--- config.mk ---
export PLATFORM = sky130hd
export DESIGN_NAME = cpc_ctrl
export DESIGN_NICKNAME = d
export VERILOG_FILES = /design/src/hw/rtl/cpc_pkg.sv /design/src/hw/rtl/cpc_ctrl.sv
export SDC_FILE = /design/constraint.sdc
export NUM_CORES = 1
export LEC_CHECK = 0
export ABC_AREA = 1
export BUFFER_PORTS_ARGS = -buffer_cell sky130_fd_sc_hd__buf_2
export CAP_MARGIN = 10
export CORE_UTILIZATION = 51
export CTS_BUF_LIST = sky130_fd_sc_hd__clkbuf_8
export DETAILED_ROUTE_END_ITERATION = 16
export PLACE_DENSITY = 0.81
export SLEW_MARGIN = 20
export SYNTH_ARGS = -nofsm -noshare
export SYNTH_HDL_FRONTEND = slang
export SYNTH_SLANG_ARGS = --single-unit
--- constraint.sdc ---
create_clock -name clk -period 1.5 [get_ports clk]
set_input_delay 0.075 -clock clk [delete_from_list [all_inputs] [get_ports clk]]
set_output_delay 0.075 -clock clk [all_outputs]
set_load 0.01 [all_outputs]
--- src/hw/rtl/cpc_pkg.sv ---
// ----------------------------------------------------------------------------
// cpc_pkg: shared definitions of the character page composer
// Field widths, action and status codes, the special name table and the
// command and status bundles between controller and datapath.
// ----------------------------------------------------------------------------
package cpc_pkg;

    localparam int POS_W     = 24;
    localparam int SCALE_W   = 16;
    localparam int CHAR_W    = 8;
    localparam int ACT_W     = 4;
    localparam int STATUS_W  = 2;
    localparam int CFG_IDX_W = 8;

    localparam int DEF_PAGE_ROWS   = 100;
    localparam int DEF_PAGE_COLS   = 100;
    localparam int DEF_STACK_DEPTH = 5;
    localparam int DEF_ROW_CUT     = 78;

    localparam logic [SCALE_W-1:0] COL_SCALE_RST = 16'd75;
    localparam logic [SCALE_W-1:0] ROW_SCALE_RST = 16'd100;

    localparam logic [CHAR_W-1:0] CHAR_SPACE   = 8'h20;
    localparam logic [CHAR_W-1:0] CHAR_NEWLINE = 8'h0A;

    localparam logic [CFG_IDX_W-1:0] CFG_COL_SCALE = 8'd0;
    localparam logic [CFG_IDX_W-1:0] CFG_ROW_SCALE = 8'd1;

    localparam logic [STATUS_W-1:0] STS_OK        = 2'd0;
    localparam logic [STATUS_W-1:0] STS_OVERFLOW  = 2'd1;
    localparam logic [STATUS_W-1:0] STS_UNDERFLOW = 2'd2;

    typedef enum logic [ACT_W-1:0] {
        ACT_HGOTO     = 4'd0,
        ACT_HMOVE     = 4'd1,
        ACT_VGOTO     = 4'd2,
        ACT_VMOVE     = 4'd3,
        ACT_PUT_CHAR  = 4'd4,
        ACT_PUT_SPEC  = 4'd5,
        ACT_LINE_END  = 4'd6,
        ACT_PUSH      = 4'd7,
        ACT_POP       = 4'd8,
        ACT_NEW_PAGE  = 4'd9,
        ACT_READ_NEXT = 4'd10
    } act_t;

    typedef struct packed {
        logic              found;
        logic [CHAR_W-1:0] ch;
    } spec_t;

    // Commands from the controller to the datapath.
    typedef struct packed {
        logic idle;
        logic exec_simple;
        logic div_start;
        logic div_row;
        logic latch_col;
        logic latch_row;
        logic write_char;
        logic clear_start;
        logic clear_step;
        logic read_start;
        logic scan_init;
        logic scan_rd;
        logic scan_step;
        logic limit_hit;
        logic limit_zero;
        logic fetch_rd;
        logic emit_char;
        logic emit_nl;
        logic emit_empty;
        logic load_out;
    } cpc_cmd_t;

    // Status from the datapath to the controller.
    typedef struct packed {
        act_t act;
        logic in_valid;
        logic out_free;
        logic div_done;
        logic output_on;
        logic special_found;
        logic read_active;
        logic box_empty;
        logic col_lt_limit;
        logic last_row;
        logic scan_hit;
        logic scan_at_min;
        logic clear_last;
    } cpc_sts_t;

    // Two-letter special names and the character each one stores.
    function automatic spec_t special_lookup(input logic [CHAR_W-1:0] n1,
                                             input logic [CHAR_W-1:0] n2);
        spec_t r;
        r.found = 1'b1;
        r.ch    = CHAR_SPACE;
        case ({n1, n2})
            "em", "hy", "en": r.ch = "-";
            "bu":             r.ch = "o";
            "mu":             r.ch = "x";
            "sq":             r.ch = "]";
            "ru":             r.ch = "_";
            "l.":             r.ch = ".";
            "br", "vr", "or": r.ch = "|";
            "fm":             r.ch = "'";
            "pl":             r.ch = "+";
            "ci":             r.ch = "O";
            "**":             r.ch = "*";
            default:          r.found = 1'b0;
        endcase
        return r;
    endfunction

endpackage

--- src/hw/rtl/cpc_ctrl.sv ---
// ----------------------------------------------------------------------------
// cpc_ctrl: controller of the character page composer
// Sequences clearing, divisions, store writes, row scans and result hand-off.
// ----------------------------------------------------------------------------
module cpc_ctrl
    import cpc_pkg::*;
(
    input  logic     clk,
    input  logic     rst_n,
    input  cpc_sts_t sts,
    output cpc_cmd_t cmd
);

    typedef enum logic [10:0] {
        ST_CLEAR      = 11'b00000000001,
        ST_IDLE       = 11'b00000000010,
        ST_DECODE     = 11'b00000000100,
        ST_DIV_COL    = 11'b00000001000,
        ST_DIV_ROW    = 11'b00000010000,
        ST_WRITE      = 11'b00000100000,
        ST_SCAN_RD    = 11'b00001000000,
        ST_SCAN_CHK   = 11'b00010000000,
        ST_FETCH      = 11'b00100000000,
        ST_FETCH_WAIT = 11'b01000000000,
        ST_DONE       = 11'b10000000000
    } state_t;

    state_t state_reg, state_next;
    logic   clr_item_reg, clr_item_next;
    logic   emit_after_reg, emit_after_next;

    always_comb
    begin
        state_next      = state_reg;
        clr_item_next   = clr_item_reg;
        emit_after_next = emit_after_reg;
        cmd             = '0;
        unique case (state_reg)
            ST_CLEAR:
            begin
                cmd.clear_step = 1'b1;
                if (sts.clear_last)
                    state_next = clr_item_reg ? ST_DONE : ST_IDLE;
            end
            ST_IDLE:
            begin
                cmd.idle = 1'b1;
                if (sts.in_valid)
                    state_next = ST_DECODE;
            end
            ST_DECODE:
            begin
                state_next = ST_DONE;
                unique case (sts.act)
                    ACT_PUT_CHAR, ACT_PUT_SPEC:
                    begin
                        if (sts.output_on && (sts.act == ACT_PUT_CHAR || sts.special_found))
                        begin
                            cmd.div_start = 1'b1;
                            state_next    = ST_DIV_COL;
                        end
                    end
                    ACT_NEW_PAGE:
                    begin
                        cmd.clear_start = 1'b1;
                        clr_item_next   = 1'b1;
                        state_next      = ST_CLEAR;
                    end
                    ACT_READ_NEXT:
                    begin
                        if (!sts.read_active)
                        begin
                            if (sts.box_empty)
                                cmd.emit_empty = 1'b1;
                            else
                            begin
                                cmd.read_start  = 1'b1;
                                cmd.scan_init   = 1'b1;
                                emit_after_next = 1'b1;
                                state_next      = ST_SCAN_RD;
                            end
                        end
                        else if (sts.col_lt_limit)
                            state_next = ST_FETCH;
                        else
                        begin
                            cmd.emit_nl = 1'b1;
                            if (!sts.last_row)
                            begin
                                cmd.scan_init   = 1'b1;
                                emit_after_next = 1'b0;
                                state_next      = ST_SCAN_RD;
                            end
                        end
                    end
                    default:
                        cmd.exec_simple = 1'b1;
                endcase
            end
            ST_DIV_COL:
            begin
                if (sts.div_done)
                begin
                    cmd.latch_col = 1'b1;
                    cmd.div_start = 1'b1;
                    cmd.div_row   = 1'b1;
                    state_next    = ST_DIV_ROW;
                end
            end
            ST_DIV_ROW:
            begin
                if (sts.div_done)
                begin
                    cmd.latch_row = 1'b1;
                    state_next    = ST_WRITE;
                end
            end
            ST_WRITE:
            begin
                cmd.write_char = 1'b1;
                state_next     = ST_DONE;
            end
            ST_SCAN_RD:
            begin
                cmd.scan_rd = 1'b1;
                state_next  = ST_SCAN_CHK;
            end
            ST_SCAN_CHK:
            begin
                if (sts.scan_hit || sts.scan_at_min)
                begin
                    cmd.limit_hit  = sts.scan_hit;
                    cmd.limit_zero = !sts.scan_hit;
                    state_next     = emit_after_reg ? ST_DECODE : ST_DONE;
                end
                else
                begin
                    cmd.scan_step = 1'b1;
                    state_next    = ST_SCAN_RD;
                end
            end
            ST_FETCH:
            begin
                cmd.fetch_rd = 1'b1;
                state_next   = ST_FETCH_WAIT;
            end
            ST_FETCH_WAIT:
            begin
                cmd.emit_char = 1'b1;
                state_next    = ST_DONE;
            end
            ST_DONE:
            begin
                if (sts.out_free)
                begin
                    cmd.load_out  = 1'b1;
                    clr_item_next = 1'b0;
                    state_next    = ST_IDLE;
                end
            end
            default:
                state_next = ST_IDLE;
        endcase
    end

    always_ff @(posedge clk or negedge rst_n)
    begin
        if (!rst_n)
        begin
            state_reg      <= ST_CLEAR;
            clr_item_reg   <= 1'b0;
            emit_after_reg <= 1'b0;
        end
        else
        begin
            state_reg      <= state_next;
            clr_item_reg   <= clr_item_next;
            emit_after_reg <= emit_after_next;
        end
    end

endmodule

==> impl_metrics.env <==
export IMPL_status="finished, violations left"
export IMPL_failed_checks="setup timing"
export IMPL_drive_gt1_frac=0.453
export IMPL_cap_violations=0
export IMPL_ys_types=26
export IMPL_ys_seq_area_frac=0.303
export IMPL_comb_power_share=0.529
export IMPL_hold_depth=3
export IMPL_rr_startpoint="state_reg[9]"
export IMPL_fin_crit_ns=1.64
export IMPL_numCtsBuffers=3
export IMPL_min_path_type="in2reg"
export IMPL_synthTopCellsByCount="nand2_1 (43), inv_1 (40), nor2_1 (24), dfrtp_1 (12), nand3_1 (10)"
export IMPL_synth_nets=193
export IMPL_slew_violations=0
export IMPL_synth_top_cell_by_area="dfrtp_1"
export IMPL_fp_row_count=16
export IMPL_port_buffers=37
export IMPL_p_leak_nw=1.02
export IMPL_largest_register_ffs=11
export IMPL_synth_edf_count=0
export IMPL_clock_fmax_mhz=610
export IMPL_drt_initial_drc_count=26
export IMPL_ios=38
export IMPL_place_congestion=0.853
export IMPL_avgViaCountPerCell=5.00
export IMPL_critPathMaxFanout=7
export IMPL_grt_pass1_vias=1025
export IMPL_slew_headroom=0.752
export IMPL_p_sw_mw=0.659
export IMPL_min_to="state_reg[8]"
export IMPL_async_flop_share=1.00
export IMPL_final_antenna_net_count=0
export IMPL_skew_ns=0.00813
export IMPL_power_density_nw_per_um2=969
export IMPL_p_int_mw=0.926
export IMPL_drcViolationCount=0
export IMPL_fp_dieArea_um2=2300
export IMPL_root_buffer="clkbuf_8"
export IMPL_min_delay_start="sts[4]"
export IMPL_setup_viol=25
export IMPL_max_clock_path_buffers=2
export IMPL_ir_worst_vdd_mv=0.686
export IMPL_drt_first_pass_iters=4
export IMPL_clk_latency_ns=0.24
export IMPL_cts_tree="built"
export IMPL_initial_core_util=0.544
export IMPL_dieHeight_um=48.0
export IMPL_grt_usage=0.257
export IMPL_wirelength_um=3050
export IMPL_reg2reg_to="state_reg[5]"
export IMPL_fin_crit_sh=1.09
export IMPL_die_w_um=48.0
export IMPL_p_clk_frac=0.193
export IMPL_synthesis_area_um2=1080
export IMPL_netlist_instances=175
export IMPL_path_class="reg2out"
export IMPL_yosysMostFrequentCell="nand2_1"
export IMPL_swShare=0.416
export IMPL_routedWlPerCell_um=11.7
export IMPL_reg2regPathDepth=12
export IMPL_rsz0062_at_grt="yes"
export IMPL_dpl_cell_area_um2=1300
export IMPL_worstMarginPinSlew_ns=0.370
export IMPL_final_area_um2=1640
export IMPL_fin_util=0.825
export IMPL_cp_start_kind="register"
export IMPL_required_ns=1.42
export IMPL_synth_top_area_frac=0.279
export IMPL_grt_pass1_wl_um=4110
export IMPL_clk_pin_slew_ns=0.06
export IMPL_synth_warning_count=0
export IMPL_synth_seq_cells=13
export IMPL_grt_max_degree=14
export IMPL_hold_violations=0
export IMPL_postSynthAreaPerCell_um2=6.16
export IMPL_r2r_slack_ns=-0.13
export IMPL_cp_end_kind="output port"
export IMPL_core_area_um2=1980
export IMPL_ys_top_cells_by_area="dfrtp_1 (28%), nand2_1 (15%), inv_1 (14%), nor2_1 (8.4%), nand3_1 (4.6%)"
export IMPL_syn_to_final_growth_pct=51.8
export IMPL_dp_hpwl_um=2230
export IMPL_cts_max_level=1
export IMPL_layout_nets=253
export IMPL_worst_slack_ns=-0.140
export IMPL_holdWs_ns=0.106
export IMPL_diodes=0
export IMPL_overflow=0
export IMPL_nFillCells=129
export IMPL_ys_flop_type="dfrtp_1"
export IMPL_cts_sinks=13
export IMPL_crit_arrival_ns=1.57
export IMPL_via_count=1304
export IMPL_antenna_found_initial=0
export IMPL_pwr_share_seq=0.278
[cells by family (layout without fill, tap and decap cells)]
logic type | after synthesis | in the layout | share of synthesized area
flip-flops | 13 | 13 | 0.303
buffers and inverters | 43 | 102 | 0.153
AND/OR/NAND/NOR | 110 | 110 | 0.495
AO/OA/AOI/OAI | 9 | 9 | 0.0488
[metrics by stage]
step	setup TNS, ns	std cells	power, mW	worst slack (ns)
after floorplan	0	175	0.862	0.104
after global placement	-0.0241	240	1.00	-0.0145
after detailed placement	-0.0372	240	1.02	-0.0195
after CTS	-1.01	255	1.41	-0.115
after global routing	-4.06	261	1.68	-0.228
final	-1.69	261	1.59	-0.140
[critical path, stage by stage, from the launching register on]
cell	delay, ns
dfrtp_1	0.41
inv_1	0.11
nand2_2	0.08
nor3_2	0.18
nand2_4	0.13
inv_4	0.09
nand4_1	0.10
nand2_1	0.10
buf_2	0.13
[per-layer routing]
layer / GRT usage / wire length, µm
met5: 0 / 0
met4: 0.0333 / 12
met3: 0.0340 / 169
met2: 0.500 / 1680
met1: 0.301 / 1190
[power groups by stage]
stage,combinational (mW),sequential (mW),clock (mW)
after detailed placement,0.575,0.442,0
after global placement,0.561,0.441,0
after floorplan,0.428,0.433,0
after CTS,0.664,0.435,0.312
after global routing,0.902,0.447,0.333
final,0.838,0.441,0.306
[placed cells by master (no fill, tap or decap), types with 8 or more instances in the layout]
cell type  synthesis  layout
inv_1             40      38
nand2_1           43      36
buf_2              0      32
nor2_1            24      15
buf_4              1      15
nor2_2             4      11
dfrtp_1           12      11
nand2_2            6      10
nand3_1           10       9
buf_6              0       8
[area by class of cell]
type	instances	area [µm²]	share of cell area
clock buffers	3	41.3	0.0252
clock inverters	1	3.75	0.00230
inverters	42	160	0.0979
multi-input cells	119	696	0.425
flip-flops and latches	13	328	0.200
well taps	27	33.8	0.0207
repair buffers	56	373	0.228
[how the worst max path moves through the flow]
stage	start	endpoint	slack (ns)	cells past startpoint
final	state_reg[1]	cmd[17]	-0.14	8
after global routing	state_reg[1]	cmd[17]	-0.23	8
after CTS	state_reg[4]	cmd[17]	-0.12	8
after detailed placement	state_reg[9]	state_reg[2]	-0.02	10
after global placement	state_reg[3]	state_reg[5]	-0.01	8
after floorplan	state_reg[9]	cmd[17]	0.10	7
[repair_timing]
action	in CTS	in global routing
endpoints found under the setup margin	14	28
endpoints found under the hold margin	13	0
buffers inserted	10	6
resized for setup	10	35
hold buffers	1	0
pin swaps	6	6
cloned	0	0
No activity file was read; power rests on OpenSTA's default activity.
